File: src/hw/rtl/sbpp_pkg.sv
package sbpp_pkg;

  localparam int unsigned SBPP_PARAM_DEPTH = 32;

  localparam logic [7:0] START_BYTE   = 8'hFF;
  localparam logic [7:0] BROADCAST_ID = 8'hFE;

  localparam logic [7:0] OP_PING      = 8'h01;
  localparam logic [7:0] OP_READ      = 8'h02;
  localparam logic [7:0] OP_WRITE     = 8'h03;
  localparam logic [7:0] OP_REG_WRITE = 8'h04;
  localparam logic [7:0] OP_ACTION    = 8'h05;
  localparam logic [7:0] OP_RESET     = 8'h06;

  localparam int unsigned REG_ADDR_W = 4;
  localparam logic [1:0] REG_OWN_ID    = 2'd0;
  localparam logic [1:0] REG_REPLY_OP  = 2'd1;
  localparam logic [1:0] REG_CALIB_OP  = 2'd2;

  localparam logic [7:0] RST_OWN_ID   = 8'd1;
  localparam logic [7:0] RST_REPLY_OP = 8'd0;
  localparam logic [7:0] RST_CALIB_OP = 8'd7;

  typedef enum logic [2:0] {
    CMD_PING      = 3'd0,
    CMD_ACTION    = 3'd1,
    CMD_READ      = 3'd2,
    CMD_WRITE     = 3'd3,
    CMD_REG_WRITE = 3'd4,
    CMD_RESET     = 3'd5,
    CMD_CALIBRATE = 3'd6,
    CMD_NONE      = 3'd7
  } cmd_e;

  typedef struct packed {
    logic [7:0] own_id;
    logic [7:0] reply_op;
    logic [7:0] calib_op;
  } cfg_t;

  typedef struct packed {
    logic load_id;
    logic load_len;
    logic load_instr;
    logic store_param;
    logic emit_hdr;
    logic emit_next;
  } dp_cmd_t;

  typedef struct packed {
    logic is_start;
    logic id_ok;
    logic no_params;
    logic is_reply;
    logic too_long;
    logic param_done;
    logic frame_ok;
    logic has_params;
    logic emit_last;
    logic out_valid;
    logic out_free;
  } dp_status_t;

  function automatic logic is_parameterless(input logic [7:0] op, input logic [7:0] calib);
    return (op == OP_PING) || (op == OP_ACTION) || (op == OP_RESET) || (op == calib);
  endfunction

  function automatic cmd_e classify(input logic [7:0] op, input logic [7:0] calib);
    cmd_e c;
    case (op)
      OP_PING:      c = CMD_PING;
      OP_ACTION:    c = CMD_ACTION;
      OP_READ:      c = CMD_READ;
      OP_WRITE:     c = CMD_WRITE;
      OP_REG_WRITE: c = CMD_REG_WRITE;
      OP_RESET:     c = CMD_RESET;
      default:      c = (op == calib) ? CMD_CALIBRATE : CMD_NONE;
    endcase
    return c;
  endfunction

endpackage

File: src/hw/rtl/servo_bus_packet_parser.sv
// a command result becomes valid in the cycle after the checksum byte transfer
// parameter results follow one per cycle from the registered parameter store read port while the output does not stall
// one byte is taken per cycle while parsing, unless the checksum byte waits on a pending result;
// after a good packet with parameters the input stalls while the parameter results go out
// reset: rst_ni is asynchronous active low, resets parse state, output valid and config registers
module servo_bus_packet_parser #(
  parameter int unsigned PARAM_DEPTH = sbpp_pkg::SBPP_PARAM_DEPTH
) (
  input  logic                            clk_i,
  input  logic                            rst_ni,
  input  logic                            in_valid_i,
  output logic                            in_stall_o,
  input  logic [7:0]                      rx_byte_i,
  output logic                            out_valid_o,
  input  logic                            out_stall_i,
  output logic                            result_kind_o,
  output logic [2:0]                      command_o,
  output logic                            addressed_to_self_o,
  output logic                            send_reply_o,
  output logic [5:0]                      param_count_o,
  output logic [7:0]                      param_byte_o,
  output logic                            last_o,
  input  logic                            psel,
  input  logic                            penable,
  input  logic                            pwrite,
  input  logic [sbpp_pkg::REG_ADDR_W-1:0] paddr,
  input  logic [31:0]                     pwdata,
  output logic [31:0]                     prdata,
  output logic                            pready
);

  sbpp_pkg::cfg_t       cfg;
  sbpp_pkg::dp_cmd_t    dp_cmd;
  sbpp_pkg::dp_status_t dp_status;

  sbpp_regs u_regs (
    .clk_i   (clk_i),
    .rst_ni  (rst_ni),
    .psel    (psel),
    .penable (penable),
    .pwrite  (pwrite),
    .paddr   (paddr),
    .pwdata  (pwdata),
    .prdata  (prdata),
    .pready  (pready),
    .cfg_o   (cfg)
  );

  sbpp_ctrl u_ctrl (
    .clk_i      (clk_i),
    .rst_ni     (rst_ni),
    .in_valid_i (in_valid_i),
    .in_stall_o (in_stall_o),
    .status_i   (dp_status),
    .cmd_o      (dp_cmd)
  );

  sbpp_dp #(
    .PARAM_DEPTH (PARAM_DEPTH)
  ) u_dp (
    .clk_i               (clk_i),
    .rst_ni              (rst_ni),
    .rx_byte_i           (rx_byte_i),
    .cfg_i               (cfg),
    .cmd_i               (dp_cmd),
    .status_o            (dp_status),
    .out_valid_o         (out_valid_o),
    .out_stall_i         (out_stall_i),
    .result_kind_o       (result_kind_o),
    .command_o           (command_o),
    .addressed_to_self_o (addressed_to_self_o),
    .send_reply_o        (send_reply_o),
    .param_count_o       (param_count_o),
    .param_byte_o        (param_byte_o),
    .last_o              (last_o)
  );

endmodule

File: src/hw/rtl/sbpp_ram.sv
module sbpp_ram #(
  parameter int unsigned WIDTH = 8,
  parameter int unsigned DEPTH = 32,
  localparam int unsigned AW = (DEPTH > 1) ? $clog2(DEPTH) : 1
) (
  input  logic             clk_i,
  input  logic             we_i,
  input  logic [AW-1:0]    waddr_i,
  input  logic [WIDTH-1:0] wdata_i,
  input  logic             re_i,
  input  logic [AW-1:0]    raddr_i,
  output logic [WIDTH-1:0] rdata_o
);

  logic [WIDTH-1:0] mem_q [DEPTH];
  logic [WIDTH-1:0] rdata_q;

  always_ff @(posedge clk_i) begin
    if (we_i) begin
      mem_q[waddr_i] <= wdata_i;
    end
    if (re_i) begin
      rdata_q <= mem_q[raddr_i];
    end
  end

  assign rdata_o = rdata_q;

endmodule

File: src/hw/rtl/sbpp_regs.sv
module sbpp_regs (
  input  logic                                clk_i,
  input  logic                                rst_ni,
  input  logic                                psel,
  input  logic                                penable,
  input  logic                                pwrite,
  input  logic [sbpp_pkg::REG_ADDR_W-1:0]     paddr,
  input  logic [31:0]                         pwdata,
  output logic [31:0]                         prdata,
  output logic                                pready,
  output sbpp_pkg::cfg_t                      cfg_o
);

  sbpp_pkg::cfg_t cfg_q, cfg_d;
  logic [1:0] idx;
  logic       wr_en;

  assign idx    = paddr[3:2];
  assign wr_en  = psel && penable && pwrite;
  assign pready = 1'b1;

  always_comb begin
    cfg_d = cfg_q;
    if (wr_en) begin
      case (idx)
        sbpp_pkg::REG_OWN_ID:   cfg_d.own_id   = pwdata[7:0];
        sbpp_pkg::REG_REPLY_OP: cfg_d.reply_op = pwdata[7:0];
        sbpp_pkg::REG_CALIB_OP: cfg_d.calib_op = pwdata[7:0];
        default: ;
      endcase
    end
  end

  always_ff @(posedge clk_i or negedge rst_ni) begin
    if (!rst_ni) begin
      cfg_q.own_id   <= sbpp_pkg::RST_OWN_ID;
      cfg_q.reply_op <= sbpp_pkg::RST_REPLY_OP;
      cfg_q.calib_op <= sbpp_pkg::RST_CALIB_OP;
    end else begin
      cfg_q <= cfg_d;
    end
  end

  always_comb begin
    case (idx)
      sbpp_pkg::REG_OWN_ID:   prdata = {24'd0, cfg_q.own_id};
      sbpp_pkg::REG_REPLY_OP: prdata = {24'd0, cfg_q.reply_op};
      sbpp_pkg::REG_CALIB_OP: prdata = {24'd0, cfg_q.calib_op};
      default:                prdata = 32'd0;
    endcase
  end

  assign cfg_o = cfg_q;

endmodule

File: src/hw/rtl/sbpp_ctrl.sv
module sbpp_ctrl (
  input  logic                 clk_i,
  input  logic                 rst_ni,
  input  logic                 in_valid_i,
  output logic                 in_stall_o,
  input  sbpp_pkg::dp_status_t status_i,
  output sbpp_pkg::dp_cmd_t    cmd_o
);

  typedef enum logic [7:0] {
    S_START1 = 8'b0000_0001,
    S_START2 = 8'b0000_0010,
    S_ID     = 8'b0000_0100,
    S_LEN    = 8'b0000_1000,
    S_INSTR  = 8'b0001_0000,
    S_PARAM  = 8'b0010_0000,
    S_CSUM   = 8'b0100_0000,
    S_EMIT   = 8'b1000_0000
  } state_e;

  state_e state_q, state_d;
  logic   accept;

  assign in_stall_o = (state_q == S_EMIT) || ((state_q == S_CSUM) && status_i.out_valid);
  assign accept     = in_valid_i && !in_stall_o;

  always_comb begin
    state_d = state_q;
    cmd_o   = '0;
    case (state_q)
      S_START1: begin
        if (accept) begin
          state_d = status_i.is_start ? S_START2 : S_START1;
        end
      end
      S_START2: begin
        if (accept) begin
          state_d = status_i.is_start ? S_ID : S_START1;
        end
      end
      S_ID: begin
        if (accept) begin
          cmd_o.load_id = status_i.id_ok;
          state_d       = status_i.id_ok ? S_LEN : S_START1;
        end
      end
      S_LEN: begin
        if (accept) begin
          cmd_o.load_len = 1'b1;
          state_d        = S_INSTR;
        end
      end
      S_INSTR: begin
        if (accept) begin
          cmd_o.load_instr = 1'b1;
          if (status_i.no_params) begin
            state_d = S_CSUM;
          end else if (status_i.is_reply || status_i.too_long) begin
            state_d = S_START1;
          end else begin
            state_d = S_PARAM;
          end
        end
      end
      S_PARAM: begin
        if (accept) begin
          cmd_o.store_param = 1'b1;
          if (status_i.param_done) begin
            state_d = S_CSUM;
          end
        end
      end
      S_CSUM: begin
        if (accept) begin
          cmd_o.emit_hdr = status_i.frame_ok;
          state_d = (status_i.frame_ok && status_i.has_params) ? S_EMIT : S_START1;
        end
      end
      S_EMIT: begin
        if (status_i.out_free) begin
          cmd_o.emit_next = 1'b1;
          if (status_i.emit_last) begin
            state_d = S_START1;
          end
        end
      end
      default: state_d = S_START1;
    endcase
  end

  always_ff @(posedge clk_i or negedge rst_ni) begin
    if (!rst_ni) begin
      state_q <= S_START1;
    end else begin
      state_q <= state_d;
    end
  end

endmodule

File: src/hw/rtl/sbpp_dp.sv
module sbpp_dp #(
  parameter int unsigned PARAM_DEPTH = sbpp_pkg::SBPP_PARAM_DEPTH
) (
  input  logic                 clk_i,
  input  logic                 rst_ni,
  input  logic [7:0]           rx_byte_i,
  input  sbpp_pkg::cfg_t       cfg_i,
  input  sbpp_pkg::dp_cmd_t    cmd_i,
  output sbpp_pkg::dp_status_t status_o,
  output logic                 out_valid_o,
  input  logic                 out_stall_i,
  output logic                 result_kind_o,
  output logic [2:0]           command_o,
  output logic                 addressed_to_self_o,
  output logic                 send_reply_o,
  output logic [5:0]           param_count_o,
  output logic [7:0]           param_byte_o,
  output logic                 last_o
);

  localparam int unsigned AW    = (PARAM_DEPTH > 1) ? $clog2(PARAM_DEPTH) : 1;
  localparam int unsigned CNT_W = $clog2(PARAM_DEPTH + 1);

  logic [7:0]       target_q, len_q, instr_q, sum_q;
  logic [CNT_W-1:0] idx_q, rd_idx_q, rd_idx_next;
  logic [AW-1:0]    rd_addr_next;

  logic             out_valid_q, out_kind_q, out_self_q, out_reply_q, out_last_q;
  sbpp_pkg::cmd_e   out_cmd_q;
  logic [CNT_W-1:0] out_count_q;
  logic [7:0]       out_byte_q;

  sbpp_pkg::cmd_e   cmd_cls;
  logic [CNT_W-1:0] count_d;
  logic             self_d, reply_d;
  logic [8:0]       idx_plus3;
  logic             ram_re;
  logic [AW-1:0]    ram_raddr;
  logic [7:0]       ram_rdata;

  assign cmd_cls   = sbpp_pkg::classify(instr_q, cfg_i.calib_op);
  assign count_d   = ((cmd_cls == sbpp_pkg::CMD_READ) || (cmd_cls == sbpp_pkg::CMD_WRITE) ||
                      (cmd_cls == sbpp_pkg::CMD_REG_WRITE)) ? idx_q : '0;
  assign self_d    = (target_q == cfg_i.own_id);
  assign reply_d   = self_d && ((cmd_cls == sbpp_pkg::CMD_PING) ||
                                (cmd_cls == sbpp_pkg::CMD_REG_WRITE) ||
                                (cmd_cls == sbpp_pkg::CMD_RESET));
  assign idx_plus3 = 9'(idx_q) + 9'd3;

  assign rd_idx_next  = rd_idx_q + 1'b1;
  assign rd_addr_next = rd_idx_next[AW-1:0];

  always_comb begin
    status_o.is_start   = (rx_byte_i == sbpp_pkg::START_BYTE);
    status_o.id_ok      = (rx_byte_i == cfg_i.own_id) || (rx_byte_i == sbpp_pkg::BROADCAST_ID);
    status_o.no_params  = sbpp_pkg::is_parameterless(rx_byte_i, cfg_i.calib_op);
    status_o.is_reply   = (rx_byte_i == cfg_i.reply_op);
    status_o.too_long   = {1'b0, len_q} > 9'(PARAM_DEPTH + 2);
    status_o.param_done = idx_plus3 >= {1'b0, len_q};
    status_o.frame_ok   = (rx_byte_i == ~sum_q) && (cmd_cls != sbpp_pkg::CMD_NONE);
    status_o.has_params = (count_d != '0);
    status_o.emit_last  = (rd_idx_next == out_count_q);
    status_o.out_valid  = out_valid_q;
    status_o.out_free   = !out_valid_q || !out_stall_i;
  end

  // frame registers
  always_ff @(posedge clk_i or negedge rst_ni) begin
    if (!rst_ni) begin
      idx_q <= '0;
    end else if (cmd_i.load_id) begin
      idx_q <= '0;
    end else if (cmd_i.store_param) begin
      idx_q <= idx_q + 1'b1;
    end
  end

  always_ff @(posedge clk_i) begin
    if (cmd_i.load_id) begin
      target_q <= rx_byte_i;
      sum_q    <= rx_byte_i;
    end
    if (cmd_i.load_len) begin
      len_q <= rx_byte_i;
      sum_q <= sum_q + rx_byte_i;
    end
    if (cmd_i.load_instr) begin
      instr_q <= rx_byte_i;
      sum_q   <= sum_q + rx_byte_i;
    end
    if (cmd_i.store_param) begin
      sum_q <= sum_q + rx_byte_i;
    end
  end

  assign ram_re    = cmd_i.emit_hdr || (cmd_i.emit_next && !status_o.emit_last);
  assign ram_raddr = cmd_i.emit_hdr ? '0 : rd_addr_next;

  sbpp_ram #(
    .WIDTH (8),
    .DEPTH (PARAM_DEPTH)
  ) u_store (
    .clk_i   (clk_i),
    .we_i    (cmd_i.store_param),
    .waddr_i (idx_q[AW-1:0]),
    .wdata_i (rx_byte_i),
    .re_i    (ram_re),
    .raddr_i (ram_raddr),
    .rdata_o (ram_rdata)
  );

  // output register
  always_ff @(posedge clk_i or negedge rst_ni) begin
    if (!rst_ni) begin
      out_valid_q <= 1'b0;
    end else if (cmd_i.emit_hdr || cmd_i.emit_next) begin
      out_valid_q <= 1'b1;
    end else if (!out_stall_i) begin
      out_valid_q <= 1'b0;
    end
  end

  always_ff @(posedge clk_i) begin
    if (cmd_i.emit_hdr) begin
      out_kind_q  <= 1'b0;
      out_cmd_q   <= cmd_cls;
      out_self_q  <= self_d;
      out_reply_q <= reply_d;
      out_count_q <= count_d;
      out_byte_q  <= 8'd0;
      out_last_q  <= (count_d == '0);
      rd_idx_q    <= '0;
    end else if (cmd_i.emit_next) begin
      out_kind_q <= 1'b1;
      out_byte_q <= ram_rdata;
      out_last_q <= status_o.emit_last;
      rd_idx_q   <= rd_idx_next;
    end
  end

  assign out_valid_o         = out_valid_q;
  assign result_kind_o       = out_kind_q;
  assign command_o           = out_cmd_q;
  assign addressed_to_self_o = out_self_q;
  assign send_reply_o        = out_reply_q;
  assign param_count_o       = 6'(out_count_q);
  assign param_byte_o        = out_byte_q;
  assign last_o              = out_last_q;

`ifndef NO_ASSERTIONS
  a_store_in_range: assert property (@(posedge clk_i) disable iff (!rst_ni)
    cmd_i.store_param |-> (32'(idx_q) < PARAM_DEPTH))
    else $error("parameter write beyond store");

  a_emit_in_count: assert property (@(posedge clk_i) disable iff (!rst_ni)
    cmd_i.emit_next |-> (out_valid_q && (rd_idx_q < out_count_q)))
    else $error("parameter transfer beyond count");

  a_param_has_count: assert property (@(posedge clk_i) disable iff (!rst_ni)
    (out_valid_q && out_kind_q) |-> (out_count_q != '0))
    else $error("parameter result with zero count");

  a_hdr_loaded: assert property (@(posedge clk_i) disable iff (!rst_ni)
    cmd_i.emit_hdr |=> (out_valid_q && !out_kind_q))
    else $error("command result not loaded");
`endif

endmodule

File: config.mk
export PLATFORM = sky130hd
export DESIGN_NAME = servo_bus_packet_parser
export DESIGN_NICKNAME = d
export VERILOG_FILES = /design/src/hw/rtl/sbpp_pkg.sv /design/src/hw/rtl/servo_bus_packet_parser.sv /design/src/hw/rtl/sbpp_ram.sv /design/src/hw/rtl/sbpp_regs.sv /design/src/hw/rtl/sbpp_ctrl.sv /design/src/hw/rtl/sbpp_dp.sv
export SDC_FILE = /design/constraint.sdc
export NUM_CORES = 1
export LEC_CHECK = 0
export ABC_AREA = 0
export BUFFER_PORTS_ARGS = -buffer_cell sky130_fd_sc_hd__buf_2
export CORE_UTILIZATION = 40
export DETAILED_ROUTE_END_ITERATION = 8
export SLEW_MARGIN = 20
export SYNTH_ARGS = -nofsm -noshare
export SYNTH_HDL_FRONTEND = slang
export SYNTH_SLANG_ARGS = --single-unit
File: constraint.sdc
create_clock -name clk_i -period 4.4 [get_ports clk_i]
set_input_delay 0.44 -clock clk_i [delete_from_list [all_inputs] [get_ports clk_i]]
set_output_delay 0.44 -clock clk_i [all_outputs]
set_load 0.01 [all_outputs]
# [Yosys cells after proc, flatten, opt, wreduce, memory -nomap -nowiden]
# Memory sizes are Yosys's and may differ from the RTL's. A register that Yosys moved wholly into a read port is not among the register bits.
# Index checks and enable logic that the tools add are counted.
[classes] n_addsub=4 order_cmp=2 n_eq_ne=44 muxes=44 bitwise=1 reduce_logical=36
[ops] op="$mux 8" n=15
[ops] op="$pmux 8 s8" n=1
[ops] op="$eq 8x3->1 const B" n=6
[ops] op="$eq 8x8->1" n=6
[ops] op="$eq 8x1->1 const B" n=3
[ops] op="$eq 8x2->1 const B" n=3
[ops] op="$eq 8x8->1 const B" n=3
[ops] op="$mux 6" n=4
[ops] op="$pmux 8 s3" n=1
[ops] op="$ne 2x1->1 const B" n=9
[ops] op="$pmux 3 s6" n=1
[ops] op="$mux 1" n=17
[ops] op="$logic_or 1x1->1" n=13
[ops] op="$add 6x1->6 const B" n=2
[ops] op="$reduce_and 10->1" n=1
[ops] op="$ge 9x8->1" n=1
[ops] op="$add 8x8->8" n=1
[ops] op="$eq 8x4->1 const B" n=1
[ops] op="$eq 8x5->1 const B" n=1
[ops] op="$eq 8x6->1 const B" n=1
[ops] op="$eq 8x7->1 const B" n=1
[ops] op="$gt 8x6->1 const B" n=1
[ops] op="$logic_and 1x1->1" n=8
[ops] op="$not 8->8" n=1
[ops] op="other kinds (21)" n=30
[totals] reg_bits=98 mem_bits_rw=256 input_bits=51 out_inout_bits=56 wordCells=150 n_memories=1
[mem_list] name="u_dp.u_store.mem_q" depth=32 word_bits=8 read_ports=1 rd_clocked_by_memory_dff=1 write_ports=1 line="sbpp_ram.sv:15" text="logic [WIDTH-1:0] mem_q [DEPTH];"

# [Longest topological paths before layout]
[logic_depth] depth_word=12 depth_mapped=11 ltp_nobuf=11

# [Hierarchy]
# A second synthesis with hierarchy kept.
[hier_totals] cells_unflattened=967 area_unflattened_um2=15969.1
[by_module_without_submodules] mod="sbpp_ram" n_inst=1 cells_per_inst=417 area_each_um2=10133.5 seq_area_each_um2=7927.6
[by_module_without_submodules] mod="sbpp_dp" n_inst=1 cells_per_inst=359 area_each_um2=3786.1 seq_area_each_um2=1796.7
[by_module_without_submodules] mod="sbpp_regs" n_inst=1 cells_per_inst=108 area_each_um2=1338.8 seq_area_each_um2=605.6
[by_module_without_submodules] mod="sbpp_ctrl" n_inst=1 cells_per_inst=83 area_each_um2=710.7 seq_area_each_um2=201.4

# [Worst setup path after synthesis]
# Ideal clock, no wire load.
[synth_path] kind="reg-to-reg" from="register u_ctrl.state_q[0]" to="register u_dp.sum_q[0] (enable)" setup_time_ns=0.312 arrival_ns=2.684 t_required_ns=4.088 setup_slack_ns=1.404 path_stages_with_launch=7 path_buffers=1 synth_period_minus_slack_ns=2.996 cell_sequence="dfstp_2 clkbuf_1 or3_1 a211oi_1 nand2b_1 nor3_1 or2_2"
[synth_lines] item="start, declared" line="sbpp_ctrl.sv:21" text="state_e state_q, state_d;"
[synth_lines] item="start signal, assigned" line="sbpp_ctrl.sv:95" text="state_q <= state_d;"
[synth_lines] item="end signal, assigned" line="sbpp_dp.sv:81" text="sum_q <= rx_byte_i;"
[synth_lines] item="end signal, assigned" line="sbpp_dp.sv:85" text="sum_q <= sum_q + rx_byte_i;"
[synth_lines] item="end signal, assigned" line="sbpp_dp.sv:89" text="sum_q <= sum_q + rx_byte_i;"
[synth_lines] item="end, declared" line="sbpp_dp.sv:24" text="logic [7:0] target_q, len_q, instr_q, sum_q;"

# [Worst setup path in the final report]
[layout_path] from="register u_dp.sum_q[5]" to="register u_dp.u_store.rdata_q[5] (netlist: u_dp.u_store.rdata_o[5]) (read register of u_dp.u_store.mem_q) (data pin)"
[layout_between] elab_chain_len=6 word_cells_on_any_way=7 classes_between="eq/ne: 1; mux: 3; bitwise: 1; reduce/logical: 2"
[layout_lines] item="$not 8->8 (*)" line="sbpp_dp.sv:60" text="status_o.frame_ok = (rx_byte_i == ~sum_q) && (cmd_cls != sbpp_pkg::CMD_NONE);"
[layout_lines] item="$eq 8x8->1 (*)" line="sbpp_dp.sv:60"
[layout_lines] item="$logic_and 1x1->1 (*)" line="sbpp_dp.sv:60"
[layout_lines] item="$mux 1 (*)" line="sbpp_ctrl.sv:74" text="if (accept) begin"
[layout_lines] item="$mux 1 (*)" line="sbpp_ctrl.sv:30" text="case (state_q)"
[layout_lines] item="$mux 5 or $logic_or 1x1->1 (tied branches)" line="sbpp_dp.sv:97, sbpp_dp.sv:96"
[layout_lines] item="end, declared" line="sbpp_ram.sv:16" text="logic [WIDTH-1:0] rdata_q;"
# Every way passes the cells marked *; elsewhere a longest branch is shown, timed or not.
# A chain may end at the register's enable or synchronous reset.

==> impl_summary.log <==
[metrics] maximum fanout along the worst path: 16
[metrics] Syn-to-layout area delta: 13.19%
[metrics] worst hold margin: 63.53 ps
[metrics] fmax: ~0.30 GHz
[metrics] post-synthesis sequential element count: 362
[metrics] Tightest Pin Transition: 958.4 ps
[metrics] Resized Gates After CTS: 0
[metrics] effective utilization at floorplan: 40.93%
[metrics] worst-case clock skew: 14.19 ps
[metrics] core utilization of the finished layout: 46.33%
[metrics] DR pass1 iterations: 8
[metrics] worst setup path endpoint: u_dp.u_store.rdata_o[5]
[metrics] post-route minimum period: 3375 ps
[metrics] core region area: 40190 um2
[metrics] number of enable-type register cells in the synthesized netlist: between 300 and 400
[metrics] Fillers: approximately 3600
[metrics] total wirelength of the detailed-routed design: 38440 um
[metrics] fraction of registers with async set/reset: 10.77%
[metrics] pwr/cell area: 410.6 nW/um2
[metrics] root buf cell: sky130_fd_sc_hd__clkbuf_16
[metrics] global placer's final weighted congestion: ~0.8
[metrics] number of warnings printed during yosys synthesis: 0
[metrics] path category of the worst min-delay check: input port to async pin
[metrics] clock latency of the later-clocked register in the worst-skew pair: 530 ps
[metrics] final worst-path setup slack: 1025 ps
[metrics] number of global-route vias before repair: 9833
[metrics] cell area after technology mapping: 16450 um2
[metrics] instance count of the mapped netlist: 1182
[metrics] count of final setup violators: 0
[metrics] tightest slew margin relative to the limit: a little over a third
[metrics] maximum capacitance violations: 0
[metrics] pin count of the biggest net entering global routing: 86
[metrics] number of antenna violations at the first check in global routing: 1
[metrics] IR drop worst, VDD: between 0.0002 and 0.00025 V
[metrics] total half-perimeter wirelength after legalization and detailed placement: 24730 um
[metrics] final hold violation count: 0
[metrics] kind of capture point of the worst setup path: flip-flop
[metrics] Setup TNS: 0 ps
[metrics] vias per inst: 5.407
[metrics] Placement Setup Slack: 843.8 ps
[metrics] FF-to-FF End: u_dp.u_store.rdata_o[5]
[metrics] clock tree from TritonCTS: done
[metrics] total track usage: 18.73%
[metrics] Detail Route Antenna Nets: 0
[metrics] number of I/O pins: 107
[metrics] arrival time reported for the critical path endpoint: roughly 3600 ps
[metrics] Clock Tree Buf Depth: 3
[metrics] die span in y: 204.8 um
[metrics] Total Die Area: 41940 um2
[metrics] critical-path cell with the highest stage delay: sky130_fd_sc_hd__nor4_1
[metrics] number of nets at the end of the flow: 1316
[metrics] cell breakdown of the critical path: ha_1 -> nand3_1 -> nor3_1 -> nand3_1 -> buf_4 -> nor2_1 -> nor4b_1 -> nor4_1 -> a21oi_1
[metrics] outcome: complete, no violations
[metrics] number of setup buffers added after CTS: 0
[metrics] number of core rows: 73
[metrics] final worst path period share: 76.70%
[metrics] mean area per synthesized cell: 13.92 um2
[metrics] wire length per cell after detailed routing: 21.36 um
[metrics] Tot Pwr: 7.645 mW
[metrics] first-pass GRT wire length: between 50000 and 60000 um
[metrics] slack of the worst reg-to-reg path: 1030 ps
[metrics] clock slew at the register clock pins of the worst setup and hold paths: 60 ps
[metrics] final slew viol count: 0
[metrics] total number of vias: 9727
[metrics] first element of the critical path: u_dp.sum_q[5]
[metrics] CTS H-Tree Depth: 2
[metrics] overall overflow remaining after global route: 0
[metrics] die outline width: 204.8 um
[metrics] clock buffer count from CTS: 39
[metrics] unique cell type count in the Yosys netlist: 78
[metrics] dominant cell type by count on the critical path: sky130_fd_sc_hd__nand3_1
[metrics] RSZ-0062 raised after global routing: no
[metrics] share of synthesized area occupied by flip-flops and latches: 64.02%
[metrics] layout cells sized above 1: between 20% and 30%
[metrics] Main synth FF type: sky130_fd_sc_hd__edfxtp_1
[metrics] DRC violation count after routing: 0
[metrics] depth of the most critical reg-to-reg path: 9
[metrics] biggest cell delay along the critical path: around 580 ps
[metrics] Req. time, crit path: approximately 4600 ps
[metrics] critical path class: flip-flop to flip-flop
[metrics] number of I/O port buffers: 55
[metrics] R2R Path Start: u_dp.sum_q[5]
[metrics] number of buffers added to fix hold violations after cts: 0
[metrics] Leak Pwr: 6.222 nW
[metrics] number of sinks handled by clock tree synthesis: 362
[metrics] Starting DRT DRC Count: 624
[metrics] launching element type of the critical path: flip-flop
[metrics] number of antenna cells inserted: 0
-- stage by stage --
stage | std cells | instance area (um2)
2_1_floorplan | 1205 | 16540
3_3_place_gp | 1728 | 17270
3_5_place_dp | 1728 | 17290
4_1_cts | 1799 | 18620
5_1_grt | 1799 | 18620
6_report | 1799 | 18620
-- kinds of logic (layout without fill, tap and decap cells) --
group / after synthesis / after routing / share of synthesized area [%]
XOR/XNOR: 73 / 73 / 4.107
adder cells (fa/ha/maj): 21 / 21 / 1.643
multiplexers: 131 / 131 / 10.78
AO/OA/AOI/OAI: 192 / 192 / 6.853
buffers and inverters: 104 / 173 / 3.240
AND/OR/NAND/NOR: 297 / 297 / 9.317
other: 2 / 25 / 0.04565
flip-flops: 362 / 362 / 64.02
-- placed cells by master (no fill, tap or decap), drive strengths merged, types with 28 or more instances in the layout --
cell,n
xor2,44
edfxtp,308
mux2i,59
buf,84
clkbuf,46
mux2,40
nand2,82
xnor2,28
o21ai,78
a21oi,54
dfrtp,34
mux4,32
nor2,85
-- how the worst min path moves through the flow --
stage,startpoint,endpoint,slack (ps)
after floorplan,rst_ni,u_ctrl.state_q[1],140
after global placement,u_dp.param_byte_o[6],u_dp.param_byte_o[6],450
after detailed placement,u_dp.param_byte_o[6],u_dp.param_byte_o[6],450
after CTS,rst_ni,u_dp.idx_q[4],110
after global routing,rst_ni,u_regs.cfg_o[4],130
final,rst_ni,u_regs.cfg_o[4],60
-- worst max-delay path: cells and delay by family (launching register included) --
kind            cells  cell delay [ps]
compound gates      1               80
fa+ha+maj           1              470
buf+inv             1              220
flops               1              370
simple gates        6             1940
-- state kept, by name, summed over array words and instances (netlist names) --
register / cells
u_dp.target_q: 8
u_dp.param_byte_o: 8
u_dp.instr_q: 8
u_regs.cfg_o: 24
u_dp.len_q: 8
u_dp.u_store.rdata_o: 8
u_dp.idx_q: 6
u_dp.command_o: 3
u_dp.addressed_to_self_o: 1
u_dp.rd_idx_q: 6
u_dp.sum_q: 8
u_dp.last_o: 1
u_dp.u_store.mem_q: 256
u_dp.out_valid_o: 1
u_dp.param_count_o: 6
u_dp.send_reply_o: 1
u_ctrl.state_q: 8
u_dp.result_kind_o: 1
-- layer usage --
metal  up-vias  global-route usage, %  routed length (um)
met1      4915                  25.57               17240
met2       229                  30.82               18580
met5         -                      0                   0
met3        63                  2.577                1527
li1       4520                      -                   -
met4         0                  6.023                1090
-- cell type report --
class	count	area, um2	area share [%]
clock buffer	46	1055	5.665
timing repair buffer	84	505.5	2.715
inverter	18	67.56	0.3629
clock inverter	25	280.3	1.505
sequential	362	10540	56.58
tap	525	656.9	3.528
multi-input combinational	739	5520	29.65
-- synth_stat cells (all sizes together), types with 28 or more instances --
cell type	instances	area (um2)
o21ai	78	390.4
mux2	40	461.7
nand2	82	307.8
nor2	85	319.1
mux4	32	720.7
buf	55	349.1
clkbuf	31	116.4
a21oi	54	277.8
xor2	44	400.4
mux2i	59	590.6
dfrtp	34	850.8
xnor2	28	252.8
edfxtp	308	9249
-- where the power goes --
part	switching (mW)	internal [mW]	leakage (nW)
combinational	0.213	0.173	2.20
clock	1.32	2.07	0.655
sequential	0.0899	3.78	3.36
total	1.62	6.02	6.22
Power figures use the tool's default switching activity.
